--- config.mk ---
export PLATFORM = sky130hd
export DESIGN_NAME = depth_pixel_backprojection_unit_flat
export DESIGN_NICKNAME = d
export VERILOG_FILES = /design/src/rtl/dpb_pkg.sv /design/src/rtl/dpb_if.sv /design/src/rtl/dpb_ctrl.sv /design/src/rtl/dpb_datapath.sv /design/src/rtl/depth_pixel_backprojection_unit.sv /design/src/flat_wrapper.sv
export SDC_FILE = /design/constraint.sdc
export NUM_CORES = 2
export LEC_CHECK = 0
export BUFFER_PORTS_ARGS = -buffer_cell sky130_fd_sc_hd__buf_4
export CAP_MARGIN = 20
export CORE_MARGIN = 4
export CORE_UTILIZATION = 35
export DETAILED_ROUTE_END_ITERATION = 16
export GPL_TIMING_DRIVEN = 0
export PLACE_DENSITY_LB_ADDON = 0.2
export SYNTH_ARGS = -nofsm -noshare
export SYNTH_HDL_FRONTEND = slang
export SYNTH_SLANG_ARGS = --single-unit
--- constraint.sdc ---
create_clock -name clock -period 11.4 [get_ports clock]
set_input_delay 3.42 -clock clock [delete_from_list [all_inputs] [get_ports clock]]
set_output_delay 3.42 -clock clock [all_outputs]
set_load 0.01 [all_outputs]
--- src/rtl/dpb_pkg.sv ---
// ----------------------------------------------------------------------------
// dpb_pkg
// Types and constants of the depth pixel back-projection block.
// ----------------------------------------------------------------------------
package dpb_pkg;

   localparam int DEPTH_W     = 16;
   localparam int COLOR_W     = 8;
   localparam int POINT_W     = 32;
   localparam int INV_W       = 32;
   localparam int CENTER_W    = 16;
   localparam int FRAME_W     = 12;
   localparam int CSR_DATA_W  = 32;
   localparam int CSR_INDEX_W = 3;
   localparam int FRAC_SHIFT  = 28;
   localparam int LO_W        = FRAC_SHIFT + DEPTH_W;

   // register indexes
   localparam logic [CSR_INDEX_W-1:0] REG_INV_FOCAL_X  = 3'd0;
   localparam logic [CSR_INDEX_W-1:0] REG_INV_FOCAL_Y  = 3'd1;
   localparam logic [CSR_INDEX_W-1:0] REG_CENTER_X     = 3'd2;
   localparam logic [CSR_INDEX_W-1:0] REG_CENTER_Y     = 3'd3;
   localparam logic [CSR_INDEX_W-1:0] REG_FRAME_WIDTH  = 3'd4;
   localparam logic [CSR_INDEX_W-1:0] REG_FRAME_HEIGHT = 3'd5;

   // register reset values
   localparam logic [INV_W-1:0]    RST_INV_FOCAL  = 32'd7953544;
   localparam logic [CENTER_W-1:0] RST_CENTER_X   = 16'd7680;
   localparam logic [CENTER_W-1:0] RST_CENTER_Y   = 16'd4320;
   localparam logic [FRAME_W-1:0]  RST_FRAME_W    = 12'd960;
   localparam logic [FRAME_W-1:0]  RST_FRAME_H    = 12'd540;

   localparam logic [LO_W-1:0]    ROUND_HALF   = LO_W'(64'd1 << (FRAC_SHIFT - 1));
   localparam logic [POINT_W-1:0] SAT_POS_MAX  = 32'h7FFF_FFFF;
   localparam logic [POINT_W-1:0] SAT_NEG_MIN  = 32'h8000_0000;
   localparam logic [COLOR_W-1:0] ALPHA_OPAQUE = 8'd255;

   typedef enum logic [2:0] {
      ST_IDLE,
      ST_MUL_OFF_X,
      ST_MUL_DEP_X,
      ST_SUM_X,
      ST_MUL_OFF_Y,
      ST_MUL_DEP_Y,
      ST_SUM_Y
   } state_type;

   typedef struct packed {
      logic capture;   // take the input transaction
      logic mul_off;   // offset times inverse focal length
      logic mul_dep;   // split product times depth
      logic store_x;   // keep rounded x
      logic load_out;  // fill output register (y sum taken here)
      logic axis_y;    // 1 selects the vertical axis
   } cmd_type;

   typedef struct packed {
      logic out_free;  // output register empty or being drained
   } status_type;

   typedef struct packed {
      logic [DEPTH_W-1:0] depth_mm;
      logic [COLOR_W-1:0] blue;
      logic [COLOR_W-1:0] green;
      logic [COLOR_W-1:0] red;
   } req_payload_type;

   typedef struct packed {
      logic signed [POINT_W-1:0] point_x;
      logic signed [POINT_W-1:0] point_y;
      logic [DEPTH_W-1:0]        point_z;
      logic                      point_valid;
      logic [COLOR_W-1:0]        out_blue;
      logic [COLOR_W-1:0]        out_green;
      logic [COLOR_W-1:0]        out_red;
      logic [COLOR_W-1:0]        out_alpha;
      logic                      end_of_row;
      logic                      end_of_frame;
   } rsp_payload_type;

endpackage

--- src/rtl/dpb_if.sv ---
// ----------------------------------------------------------------------------
// dpb channel interfaces
// Valid/ready channels for depth pixels in and points out.
// ----------------------------------------------------------------------------
interface dpb_req_if import dpb_pkg::*; ();
   logic               valid;
   logic               ready;
   logic [DEPTH_W-1:0] depth_mm;
   logic [COLOR_W-1:0] blue;
   logic [COLOR_W-1:0] green;
   logic [COLOR_W-1:0] red;

   modport source (output valid, depth_mm, blue, green, red, input ready);
   modport sink   (input valid, depth_mm, blue, green, red, output ready);
endinterface

interface dpb_rsp_if import dpb_pkg::*; ();
   logic                      valid;
   logic                      ready;
   logic signed [POINT_W-1:0] point_x;
   logic signed [POINT_W-1:0] point_y;
   logic [DEPTH_W-1:0]        point_z;
   logic                      point_valid;
   logic [COLOR_W-1:0]        out_blue;
   logic [COLOR_W-1:0]        out_green;
   logic [COLOR_W-1:0]        out_red;
   logic [COLOR_W-1:0]        out_alpha;
   logic                      end_of_row;
   logic                      end_of_frame;

   modport source (output valid, point_x, point_y, point_z, point_valid, out_blue,
                   out_green, out_red, out_alpha, end_of_row, end_of_frame,
                   input ready);
   modport sink   (input valid, point_x, point_y, point_z, point_valid, out_blue,
                   out_green, out_red, out_alpha, end_of_row, end_of_frame,
                   output ready);
endinterface

--- src/rtl/dpb_ctrl.sv ---
// ----------------------------------------------------------------------------
// dpb_ctrl
// Sequencer: accept, then offset/depth multiply and round for x, then y.
// ----------------------------------------------------------------------------
module dpb_ctrl import dpb_pkg::*; (
   input  logic       clock,
   input  logic       reset,
   input  logic       req_valid,
   output logic       req_ready,
   input  status_type status,
   output cmd_type    cmd
);

   state_type state_ff;
   state_type state_in;

   always_ff @(posedge clock) begin
      if (reset) begin
         state_ff <= ST_IDLE;
      end else begin
         state_ff <= state_in;
      end
   end

   always_comb begin
      state_in  = state_ff;
      cmd       = '0;
      req_ready = 1'b0;
      case (state_ff)
         ST_IDLE: begin
            req_ready = 1'b1;
            if (req_valid) begin
               cmd.capture = 1'b1;
               state_in    = ST_MUL_OFF_X;
            end
         end
         ST_MUL_OFF_X: begin
            cmd.mul_off = 1'b1;
            state_in    = ST_MUL_DEP_X;
         end
         ST_MUL_DEP_X: begin
            cmd.mul_dep = 1'b1;
            state_in    = ST_SUM_X;
         end
         ST_SUM_X: begin
            cmd.store_x = 1'b1;
            state_in    = ST_MUL_OFF_Y;
         end
         ST_MUL_OFF_Y: begin
            cmd.axis_y  = 1'b1;
            cmd.mul_off = 1'b1;
            state_in    = ST_MUL_DEP_Y;
         end
         ST_MUL_DEP_Y: begin
            cmd.axis_y  = 1'b1;
            cmd.mul_dep = 1'b1;
            state_in    = ST_SUM_Y;
         end
         ST_SUM_Y: begin
            cmd.axis_y = 1'b1;
            // hold here until the output register can take the point
            if (status.out_free) begin
               cmd.load_out = 1'b1;
               state_in     = ST_IDLE;
            end
         end
         default: begin
            state_in = ST_IDLE;
         end
      endcase
   end

endmodule

--- src/rtl/dpb_datapath.sv ---
// ----------------------------------------------------------------------------
// dpb_datapath
// Registers, pixel counters, shared projection multipliers, output register.
// ----------------------------------------------------------------------------
module dpb_datapath import dpb_pkg::*; #(
   parameter int COORD_BITS = 12
) (
   input  logic                   clock,
   input  logic                   reset,
   input  logic                   csr_write_en,
   input  logic [CSR_INDEX_W-1:0] csr_index,
   input  logic [CSR_DATA_W-1:0]  csr_wdata,
   input  req_payload_type        req_payload,
   input  logic                   rsp_ready,
   output logic                   rsp_valid,
   output rsp_payload_type        rsp_payload,
   input  cmd_type                cmd,
   output status_type             status
);

   localparam int CNT_W  = COORD_BITS;
   localparam int POS_W  = COORD_BITS + 4;
   localparam int OFF_W  = (POS_W > CENTER_W) ? POS_W : CENTER_W;
   localparam int CMP_W  = (CNT_W > FRAME_W) ? CNT_W : FRAME_W;
   localparam int PROD_W = OFF_W + INV_W;
   localparam int PH_W   = PROD_W - FRAC_SHIFT;
   localparam int HI_W   = PH_W + DEPTH_W;
   localparam int MAG_W  = HI_W + 1;

   // configuration
   logic [INV_W-1:0]    inv_x_ff, inv_y_ff;
   logic [CENTER_W-1:0] cen_x_ff, cen_y_ff;
   logic [FRAME_W-1:0]  fw_ff, fh_ff;

   always_ff @(posedge clock) begin
      if (reset) begin
         inv_x_ff <= RST_INV_FOCAL;
         inv_y_ff <= RST_INV_FOCAL;
         cen_x_ff <= RST_CENTER_X;
         cen_y_ff <= RST_CENTER_Y;
         fw_ff    <= RST_FRAME_W;
         fh_ff    <= RST_FRAME_H;
      end else if (csr_write_en) begin
         case (csr_index)
            REG_INV_FOCAL_X:  inv_x_ff <= csr_wdata[INV_W-1:0];
            REG_INV_FOCAL_Y:  inv_y_ff <= csr_wdata[INV_W-1:0];
            REG_CENTER_X:     cen_x_ff <= csr_wdata[CENTER_W-1:0];
            REG_CENTER_Y:     cen_y_ff <= csr_wdata[CENTER_W-1:0];
            REG_FRAME_WIDTH:  fw_ff    <= csr_wdata[FRAME_W-1:0];
            REG_FRAME_HEIGHT: fh_ff    <= csr_wdata[FRAME_W-1:0];
            default: ;
         endcase
      end
   end

   // raster position
   logic [CNT_W-1:0]   col_ff, row_ff;
   logic [FRAME_W-1:0] wlast, hlast;
   logic               eor, eof;

   assign wlast = (fw_ff == '0) ? '0 : fw_ff - 1'b1;
   assign hlast = (fh_ff == '0) ? '0 : fh_ff - 1'b1;
   assign eor   = (CMP_W'(col_ff) >= CMP_W'(wlast)) || (col_ff == '1);
   assign eof   = eor && ((CMP_W'(row_ff) >= CMP_W'(hlast)) || (row_ff == '1));

   always_ff @(posedge clock) begin
      if (reset) begin
         col_ff <= '0;
         row_ff <= '0;
      end else if (cmd.capture) begin
         col_ff <= eor ? '0 : col_ff + 1'b1;
         if (eor) begin
            row_ff <= eof ? '0 : row_ff + 1'b1;
         end
      end
   end

   // pixel offsets from the principal point, sign and magnitude
   logic [OFF_W-1:0] pos_x, pos_y, c_x, c_y;
   logic             neg_x, neg_y;

   assign pos_x = OFF_W'({col_ff, 4'b0});
   assign pos_y = OFF_W'({row_ff, 4'b0});
   assign c_x   = OFF_W'(cen_x_ff);
   assign c_y   = OFF_W'(cen_y_ff);
   assign neg_x = pos_x < c_x;
   assign neg_y = pos_y < c_y;

   logic [OFF_W-1:0]   off_x_ff, off_y_ff;
   logic               neg_x_ff, neg_y_ff;
   logic [DEPTH_W-1:0] depth_ff;
   logic [COLOR_W-1:0] blue_ff, green_ff, red_ff;
   logic               eor_ff, eof_ff;

   always_ff @(posedge clock) begin
      if (cmd.capture) begin
         off_x_ff <= neg_x ? c_x - pos_x : pos_x - c_x;
         off_y_ff <= neg_y ? c_y - pos_y : pos_y - c_y;
         neg_x_ff <= neg_x;
         neg_y_ff <= neg_y;
         depth_ff <= req_payload.depth_mm;
         blue_ff  <= req_payload.blue;
         green_ff <= req_payload.green;
         red_ff   <= req_payload.red;
         eor_ff   <= eor;
         eof_ff   <= eof;
      end
   end

   // shared multiply chain
   logic [PROD_W-1:0] prod_ff;
   logic [HI_W-1:0]   hi_ff;
   logic [LO_W-1:0]   lo_ff;
   logic [OFF_W-1:0]  off_sel;
   logic [INV_W-1:0]  inv_sel;

   // axis select ahead of the one offset multiplier
   assign off_sel = cmd.axis_y ? off_y_ff : off_x_ff;
   assign inv_sel = cmd.axis_y ? inv_y_ff : inv_x_ff;

   always_ff @(posedge clock) begin
      if (cmd.mul_off) begin
         prod_ff <= PROD_W'(off_sel) * PROD_W'(inv_sel);
      end
      if (cmd.mul_dep) begin
         hi_ff <= HI_W'(prod_ff[PROD_W-1:FRAC_SHIFT]) * HI_W'(depth_ff);
         lo_ff <= LO_W'(prod_ff[FRAC_SHIFT-1:0]) * LO_W'(depth_ff);
      end
   end

   // round half away from zero, apply sign, saturate
   logic [LO_W-1:0]    lo_round;
   logic [MAG_W-1:0]   mag;
   logic               neg_sel;
   logic [POINT_W-1:0] sat;

   assign lo_round = lo_ff + ROUND_HALF;
   assign mag      = MAG_W'(hi_ff) + MAG_W'(lo_round >> FRAC_SHIFT);
   assign neg_sel  = cmd.axis_y ? neg_y_ff : neg_x_ff;

   always_comb begin
      if (neg_sel) begin
         sat = (mag > MAG_W'(SAT_NEG_MIN)) ? SAT_NEG_MIN : POINT_W'(0) - mag[POINT_W-1:0];
      end else begin
         sat = (mag > MAG_W'(SAT_POS_MAX)) ? SAT_POS_MAX : mag[POINT_W-1:0];
      end
   end

   logic [POINT_W-1:0] x_ff;

   always_ff @(posedge clock) begin
      if (cmd.store_x) begin
         x_ff <= sat;
      end
   end

   // output register
   logic            out_valid_ff;
   rsp_payload_type out_ff;
   logic            hit;

   assign hit = depth_ff != '0;

   always_ff @(posedge clock) begin
      if (reset) begin
         out_valid_ff <= 1'b0;
      end else if (cmd.load_out) begin
         out_valid_ff <= 1'b1;
      end else if (rsp_ready) begin
         out_valid_ff <= 1'b0;
      end
   end

   always_ff @(posedge clock) begin
      if (cmd.load_out) begin
         out_ff.point_x      <= hit ? x_ff : '0;
         out_ff.point_y      <= hit ? sat : '0;
         out_ff.point_z      <= depth_ff;
         out_ff.point_valid  <= hit;
         out_ff.out_blue     <= hit ? blue_ff : '0;
         out_ff.out_green    <= hit ? green_ff : '0;
         out_ff.out_red      <= hit ? red_ff : '0;
         out_ff.out_alpha    <= hit ? ALPHA_OPAQUE : '0;
         out_ff.end_of_row   <= eor_ff;
         out_ff.end_of_frame <= eof_ff;
      end
   end

   assign rsp_valid       = out_valid_ff;
   assign rsp_payload     = out_ff;
   assign status.out_free = !out_valid_ff || rsp_ready;

endmodule

--- src/rtl/depth_pixel_backprojection_unit.sv ---
// ----------------------------------------------------------------------------
// depth_pixel_backprojection_unit
// Pinhole back-projection of a raster depth+color stream into 3-D points.
// ----------------------------------------------------------------------------
//   channel   dir   handshake                 carries
//   req_chan  in    valid/ready               depth_mm, blue, green, red
//   rsp_chan  out   valid/ready               point x/y/z, valid, BGRA, row/frame ends
//   csr_*     in    csr_write_en, no ready    register index and write data
//
// An accept step, then per axis offset * inverse focal, the split product
// times depth, and round/saturate, all on one shared multiply chain: a pixel
// is not taken until the last one has finished all steps, and its point lands
// in the output register at the final y step, which waits for room there.
// req_chan is ready only while the sequencer is idle; a point waiting in the
// output register does not block the next accept, only the final y step.
// Reset (synchronous) restores the register defaults and zeroes the counters.
// ----------------------------------------------------------------------------
module depth_pixel_backprojection_unit import dpb_pkg::*; #(
   parameter int COORD_BITS = 12
) (
   input  logic                   clock,
   input  logic                   reset,
   input  logic                   csr_write_en,
   input  logic [CSR_INDEX_W-1:0] csr_index,
   input  logic [CSR_DATA_W-1:0]  csr_wdata,
   dpb_req_if.sink                req_chan,
   dpb_rsp_if.source              rsp_chan
);

   cmd_type         cmd;
   status_type      status;
   req_payload_type req_payload;
   rsp_payload_type rsp_payload;
   logic            rsp_valid;
   logic            req_ready;

   // input transaction payload gathered into one struct for the datapath
   assign req_payload.depth_mm = req_chan.depth_mm;
   assign req_payload.blue     = req_chan.blue;
   assign req_payload.green    = req_chan.green;
   assign req_payload.red      = req_chan.red;
   assign req_chan.ready       = req_ready;

   // sequencer: idle/accept, then three steps per axis
   dpb_ctrl u_ctrl (
      .clock     (clock),
      .reset     (reset),
      .req_valid (req_chan.valid),
      .req_ready (req_ready),
      .status    (status),
      .cmd       (cmd)
   );

   // registers, counters, multipliers and the output register
   dpb_datapath #(
      .COORD_BITS (COORD_BITS)
   ) u_datapath (
      .clock        (clock),
      .reset        (reset),
      .csr_write_en (csr_write_en),
      .csr_index    (csr_index),
      .csr_wdata    (csr_wdata),
      .req_payload  (req_payload),
      .rsp_ready    (rsp_chan.ready),
      .rsp_valid    (rsp_valid),
      .rsp_payload  (rsp_payload),
      .cmd          (cmd),
      .status       (status)
   );

   // result transaction out of the output register
   assign rsp_chan.valid        = rsp_valid;
   assign rsp_chan.point_x      = rsp_payload.point_x;
   assign rsp_chan.point_y      = rsp_payload.point_y;
   assign rsp_chan.point_z      = rsp_payload.point_z;
   assign rsp_chan.point_valid  = rsp_payload.point_valid;
   assign rsp_chan.out_blue     = rsp_payload.out_blue;
   assign rsp_chan.out_green    = rsp_payload.out_green;
   assign rsp_chan.out_red      = rsp_payload.out_red;
   assign rsp_chan.out_alpha    = rsp_payload.out_alpha;
   assign rsp_chan.end_of_row   = rsp_payload.end_of_row;
   assign rsp_chan.end_of_frame = rsp_payload.end_of_frame;

endmodule

--- src/flat_wrapper.sv ---
// flat-port wrapper written by rule: the top's interface ports become plain ports
module depth_pixel_backprojection_unit_flat import dpb_pkg::*;
#(
   parameter int COORD_BITS = 12
)
  (clock, reset, csr_write_en, csr_index, csr_wdata, req_chan_valid, req_chan_depth_mm, req_chan_blue, req_chan_green, req_chan_red, req_chan_ready, rsp_chan_valid, rsp_chan_point_x, rsp_chan_point_y, rsp_chan_point_z, rsp_chan_point_valid, rsp_chan_out_blue, rsp_chan_out_green, rsp_chan_out_red, rsp_chan_out_alpha, rsp_chan_end_of_row, rsp_chan_end_of_frame, rsp_chan_ready);
  dpb_req_if req_chan_i ();
  dpb_rsp_if rsp_chan_i ();
  input  logic clock;
  input  logic reset;
  input  logic csr_write_en;
  input  logic [CSR_INDEX_W-1:0] csr_index;
  input  logic [CSR_DATA_W-1:0] csr_wdata;
  input wire logic [$bits(req_chan_i.valid)-1:0] req_chan_valid;
  input wire logic [$bits(req_chan_i.depth_mm)-1:0] req_chan_depth_mm;
  input wire logic [$bits(req_chan_i.blue)-1:0] req_chan_blue;
  input wire logic [$bits(req_chan_i.green)-1:0] req_chan_green;
  input wire logic [$bits(req_chan_i.red)-1:0] req_chan_red;
  output wire logic [$bits(req_chan_i.ready)-1:0] req_chan_ready;
  output wire logic [$bits(rsp_chan_i.valid)-1:0] rsp_chan_valid;
  output wire logic [$bits(rsp_chan_i.point_x)-1:0] rsp_chan_point_x;
  output wire logic [$bits(rsp_chan_i.point_y)-1:0] rsp_chan_point_y;
  output wire logic [$bits(rsp_chan_i.point_z)-1:0] rsp_chan_point_z;
  output wire logic [$bits(rsp_chan_i.point_valid)-1:0] rsp_chan_point_valid;
  output wire logic [$bits(rsp_chan_i.out_blue)-1:0] rsp_chan_out_blue;
  output wire logic [$bits(rsp_chan_i.out_green)-1:0] rsp_chan_out_green;
  output wire logic [$bits(rsp_chan_i.out_red)-1:0] rsp_chan_out_red;
  output wire logic [$bits(rsp_chan_i.out_alpha)-1:0] rsp_chan_out_alpha;
  output wire logic [$bits(rsp_chan_i.end_of_row)-1:0] rsp_chan_end_of_row;
  output wire logic [$bits(rsp_chan_i.end_of_frame)-1:0] rsp_chan_end_of_frame;
  input wire logic [$bits(rsp_chan_i.ready)-1:0] rsp_chan_ready;
  assign req_chan_i.valid = req_chan_valid;
  assign req_chan_i.depth_mm = req_chan_depth_mm;
  assign req_chan_i.blue = req_chan_blue;
  assign req_chan_i.green = req_chan_green;
  assign req_chan_i.red = req_chan_red;
  assign req_chan_ready = req_chan_i.ready;
  assign rsp_chan_valid = rsp_chan_i.valid;
  assign rsp_chan_point_x = rsp_chan_i.point_x;
  assign rsp_chan_point_y = rsp_chan_i.point_y;
  assign rsp_chan_point_z = rsp_chan_i.point_z;
  assign rsp_chan_point_valid = rsp_chan_i.point_valid;
  assign rsp_chan_out_blue = rsp_chan_i.out_blue;
  assign rsp_chan_out_green = rsp_chan_i.out_green;
  assign rsp_chan_out_red = rsp_chan_i.out_red;
  assign rsp_chan_out_alpha = rsp_chan_i.out_alpha;
  assign rsp_chan_end_of_row = rsp_chan_i.end_of_row;
  assign rsp_chan_end_of_frame = rsp_chan_i.end_of_frame;
  assign rsp_chan_i.ready = rsp_chan_ready;
  depth_pixel_backprojection_unit #(.COORD_BITS(COORD_BITS)) u_core (.clock(clock), .reset(reset), .csr_write_en(csr_write_en), .csr_index(csr_index), .csr_wdata(csr_wdata), .req_chan(req_chan_i), .rsp_chan(rsp_chan_i));
endmodule
=== After elaboration in Yosys (flattened, before gate mapping) ===
Cells that the tools add are included.

* Add/sub/neg operators: 11
* $mul: 3
* Divide/modulo/power cells: 0
* Order comparisons: 6
* Equality and inequality tests: 15
* Shifts and indexed selects: 0
* Multiplexer cells: 27
* Bitwise gates (word level): 0
* Reduce and logical (&&, ||, !) cells: 22

{| class="wikitable"
|+ Operator list
! kind !! number
|-
| $mux 32 || 4
|-
| $sub 16x16->16 || 4
|-
| $mul 16x32->48 || 1
|-
| $mux 12 || 4
|-
| $mux 16 || 3
|-
| $add 44x28->44 const B || 1
|-
| $mul 28x16->44 || 1
|-
| $add 36x16->37 || 1
|-
| $gt 37x31->1 const B || 1
|-
| $gt 37x32->1 const B || 1
|-
| $mul 20x16->36 || 1
|-
| $lt 16x16->1 || 2
|-
| $sub 1x32->32 const A || 1
|-
| $add 12x1->12 const B || 2
|-
| $eq 12x12->1 const B || 2
|-
| $ge 12x12->1 || 2
|-
| $logic_not 12->1 || 2
|-
| $sub 12x1->12 const B || 2
|-
| $pmux 3 s7 || 1
|-
| $reduce_and 2->1 || 8
|-
| $reduce_bool 16->1 || 1
|-
| $eq 3x3->1 const B || 5
|-
| $eq 3x2->1 const B || 4
|-
| $mux 1 || 12
|-
| other kinds (12) || 18
|}

* Bits in registers: 499
* Bits in latches: 0
* RAM bits: 0
* Memory bits (read-only): 0
* Bits of input ports: 80
* Output and inout bits: 117
* Word-level logic and storage cells: 118
* Memories kept: 0

=== Depth between registers and ports, before layout ===
* Depth after elaboration: 6
* Depth in mapped cells: 31
* Gate-level depth less buffers: 27

=== By module ===
Synthesis repeated with hierarchy kept, for this count alone.

* Cells, all modules: 6735
* Area total of the unflattened synthesis: 62148.4 µm²

{| class="wikitable"
|+ Modules (own cells, without submodules)
! module !! instances !! cells each !! area each (µm²) !! sequential area each (µm²)
|-
| dpb_datapath || 1 || 6708 || 61921.9 || 12391.9
|-
| dpb_ctrl || 1 || 27 || 226.5 || 60.1
|}

=== Worst setup path before layout ===
No wires, ideal clock.

* Path type: input to register
* From: input rsp_chan_ready
* To: register u_core.u_datapath.rsp_payload[0] (netlist name)
* Library setup time: 0.574 ns
* Data arrival time: 8.076 ns
* Data required time: 10.826 ns
* Slack: 2.750 ns
* Stages on the path: 3
* Buffers on the path: 0
* Path through: nand2b_1 -> nand2_1 -> nor2_1

{| class="wikitable"
|+ RTL lines
! element !! line !! RTL
|-
| from (decl) || flat_wrapper.sv:31 || <nowiki>input wire logic [$bits(rsp_chan_i.ready)-1:0] rsp_chan_ready;</nowiki>
|}

=== Final worst setup path ===
* From: register u_core.u_ctrl.state_ff[1]
* To: register u_core.u_datapath.prod_ff[47], data pin

* Word-level cells in the longest chain between the ends: 5
* Elaborated cells on any way between the ends: 8
* Classes of those cells: mul: 1; eq/ne: 3; mux: 3; reduce/logical: 1

{| class="wikitable"
|+ RTL lines
! element !! line !! RTL
|-
| from (decl) || dpb_ctrl.sv:14 || <nowiki>state_type state_ff;</nowiki>
|-
| from (signal assigned) || dpb_ctrl.sv:21 || <nowiki>state_ff <= state_in;</nowiki>
|-
| $eq 3x3->1 || dpb_ctrl.sv:29 || <nowiki>case (state_ff)</nowiki>
|-
| $reduce_or 3->1 (no source line) * || n/a ||
|-
| $mux 1 * || dpb_ctrl.sv:29 ||
|-
| $mux 16 or $mux 32 (tied branches) || dpb_datapath.sv:118, dpb_datapath.sv:119 ||
|-
| $mul 16x32->48 * || dpb_datapath.sv:123 || <nowiki>prod_ff <= PROD_W'(off_sel) * PROD_W'(inv_sel);</nowiki>
|-
| to (signal assigned) || dpb_datapath.sv:123 ||
|-
| to (decl) || dpb_datapath.sv:111 || <nowiki>logic [PROD_W-1:0] prod_ff;</nowiki>
|}

Every way passes the cells marked *; elsewhere a longest branch is shown, timed or not.
A chain may end at the register's enable or synchronous reset.

==> reports/metrics.yaml <==
sta:
  finalMaxSlewViolations: 0
  timing.slew.headroom: 0.1712
  final-setup-viol-count: 0
  max_slew.worst_pin.slew_ns: 1.209
  min_period_over_period: 0.8944
  hold_viol: 0
  layout_min_cycle_time_ns: 10.20
  setup-tns-final_ns: 0
  rsz0062_at_grt: "no"
  worst_clock_skew_ns: 0.03036
  max_freq_mhz: 98.08
critical_path:
  worst_path_max_delay_cell: "mux2i_1"
  path_class: "reg -> reg"
  critPathTopFamily: "adder cells"
  worstPathArrival_ns: 10.64
  crit_path_frequent_cell: "fa_1"
  reg2reg_slack_ns: 1.20
  crit_path_end_kind: "flip-flop"
  crit_required_ns: 11.85
  r2r_start: "u_core.u_ctrl.state_ff[1]"
  startpoint_type: "flip-flop"
  reg2reg_to: "u_core.u_datapath.prod_ff[47]"
  rr_worst_depth: 30
  critical_path_buf_inv_count: 8
  critPathMaxFanout: 10
  cp_slowest_stage_delay_ns: 1.01
floorplanning:
  die_area_um2: 181900
  boundaryPins: 197
  rows: 153
  coreArea_um2: 174000
  chipWidth_um: 426.5
  die_y_um: 426.5
  start_util: 0.3523
global_route:
  grt_pass1_wl_um: 304700
  antenna_found_initial: 8
  grt-ovfl-total: 0
  grt_max_degree: 47
  grt_pass1_vias: 49010
  gr-usage-all-layers: 0.2219
finish:
  seq_area_um2: 12450
  layout_common_cells: "nand2_1, inv_1, fa_1, ha_1, and2_1"
  fillerInstances: 17620
  drive_above_1_share: 0.06032
  area_growth_pct: 10.57
  finalNetCount: 8382
  layout_commonest_cell: "nand2_1"
  multi_input_area_um2: 43460
status:
  outcome: "finished clean"
yosys:
  synthTopCellsByArea: "fa_1, edfxtp_1, ha_1"
  synthCells: 6565
  synth-seq-cells: 464
  yosysTopAreaCellShare: 0.3370
  synth_edf_count: 316
  ys_async_sr_fraction: 0
  synth_cell_types: 91
  synth_ff_type: "edfxtp_1"
  synth.cell_area_um2: 61310
  synth_nets: 8111
  synth_area_leader_cell: "fa_1"
  synth.avg_cell_area_um2: 9.339
  yosysWarnings: 0
  seq_area_frac_synth: 0.2031
cts:
  htreeDepth: 2
  clock-sinks: 464
  cts-buffers-inserted: 52
  ctsResizeCount: 0
  insertion_delay_ns: 0.67
  cts_setup_buffers: 0
  cts_root_buffer: "clkbuf_16"
  clkTransAtPathRegs_ns: 0.06
  cts_hold_buf: 0
  cts_tree: "done"
  ctsLongestPathBuffers: 3
drt:
  drtIter0Drc: 3648
  wire_per_inst_um: 21.76
  routed_wl_um: 200300
  vias: 46780
  detail-route-antenna-nets: 0
  drt-pass1-iter-count: 5
  drc_errors: 0
  drt-vias-per-instance: 5.082
run:
  cap_violations: 0
placed_design:
  place.gp.congestion: 0.9317
  hpwl_um: 163600
  port_buffers: 195
min_path:
  hold_end: "u_core.u_datapath.rsp_payload[1]"
  worstHoldStart: "u_core.u_datapath.eor_ff"
  holdPathStages: 0
  hold_path.class: "reg -> reg"
[sequential cells by signal, indices dropped and copies added, names as in the netlist, 16 cells and up]
name and flops:
u_core.u_datapath.rsp_payload 107, u_core.u_datapath.prod_ff 48, u_core.u_datapath.hi_ff 36, u_core.u_datapath.inv_x_ff 32
u_core.u_datapath.inv_y_ff 32, u_core.u_datapath.x_ff 32, u_core.u_datapath.lo_ff 17, u_core.u_datapath.c_x 16
u_core.u_datapath.c_y 16, u_core.u_datapath.depth_ff 16, u_core.u_datapath.off_x_ff 16, u_core.u_datapath.off_y_ff 16
[cell families after synthesis]
kind of cell / synth area share
and+or+nand+nor: 0.1691
muxes: 0.01786
buffers and inverters: 0.08867
xor gates and xnor gates: 0.02912
AOI/OAI and AO/OA: 0.06669
adders and majority gates: 0.4255
DFF: 0.2031
[worst max path at each step]
stage / startpoint / end / slack (ns) / cells past startpoint
after floorplan: rsp_chan_ready / u_core.u_datapath.rsp_payload[0] / 2.75 / 3
after global placement: rsp_chan_ready / u_core.u_datapath.rsp_payload[35] / -0.26 / 4
after detailed placement: u_core.u_ctrl.state_ff[1] / u_core.u_datapath.prod_ff[47] / 1.28 / 30
after CTS: u_core.u_ctrl.state_ff[1] / u_core.u_datapath.prod_ff[47] / 1.16 / 30
after global routing: u_core.u_ctrl.state_ff[1] / u_core.u_datapath.prod_ff[47] / 0.72 / 30
final: u_core.u_ctrl.state_ff[1] / u_core.u_datapath.prod_ff[47] / 1.20 / 30
[layout make-up]
type,count,area share
Inverter,1153,0.06384
Multi-Input combinational cell,4664,0.6411
Clock buffer,66,0.02122
Tap cell,2325,0.04291
Sequential cell,464,0.1837
Buffer,284,0.01641
Clock inverter,32,0.005297
Timing Repair Buffer,217,0.02556
Antenna cell,1,0.00003691
[Yosys cell counts, types with 7 or more instances]
cell type,number
o21ai_0,80
a21o_1,95
nor2_1,346
o31a_1,10
nor3_1,76
edfxtp_1,316
inv_1,1153
or3_1,20
mux2_2,51
nand2b_1,23
or2_2,14
xor2_1,57
o21a_1,22
buf_1,11
o21bai_1,26
a21oi_1,239
nand3b_1,39
a211oi_1,26
a311oi_1,7
and4_1,10
o31ai_1,18
nand4_1,35
nor4_1,33
xnor2_1,145
nand3_1,52
clkbuf_1,257
mux2i_1,52
a31oi_1,18
dfxtp_1,148
buf_2,7
or4_1,8
and3_1,27
and2_1,359
nand2_1,1176
ha_1,434
fa_1,1032
o211ai_1,11
nor2b_1,20
a211o_1,9
buf_4,9
[metrics by stage]
step	std cells	hold slack (ns)	util	instance area (um2)	setup WS, ns
after floorplan	6565	0.4003	-	61310	2.750
after global placement	9085	0.4028	0.3775	65690	-0.2630
after detailed placement	9102	0.4108	0.3791	65960	1.276
after CTS	9200	0.4249	0.3894	67760	1.163
after global routing	9205	0.4348	0.3896	67790	0.7161
final	9206	0.4209	0.3896	67800	1.204
[metal layers]
layer	up-vias	global-route usage	wire length (um)
met5	-	0	0
met4	0	0.08493	9013
met3	351	0.02823	12880
met2	1535	0.3629	93170
met1	23820	0.3004	85280
li1	21070	-	-
[worst reg2reg max path: cells and delay by family, from the launching register on]
| family | cells | cell delay (ns) |
|---|---|---|
| buffers and inverters | 8 | 2.18 |
| AO/OA/AOI/OAI | 6 | 1.71 |
| AND/OR/NAND/NOR | 8 | 1.42 |
| adder cells (fa/ha/maj) | 7 | 3.35 |
| multiplexers | 1 | 1.02 |
| flip-flops | 1 | 0.29 |
Power is left out: the tool's default activity adds up to more than one toggle a clock period on the data nets, which glitch-free logic cannot reach.
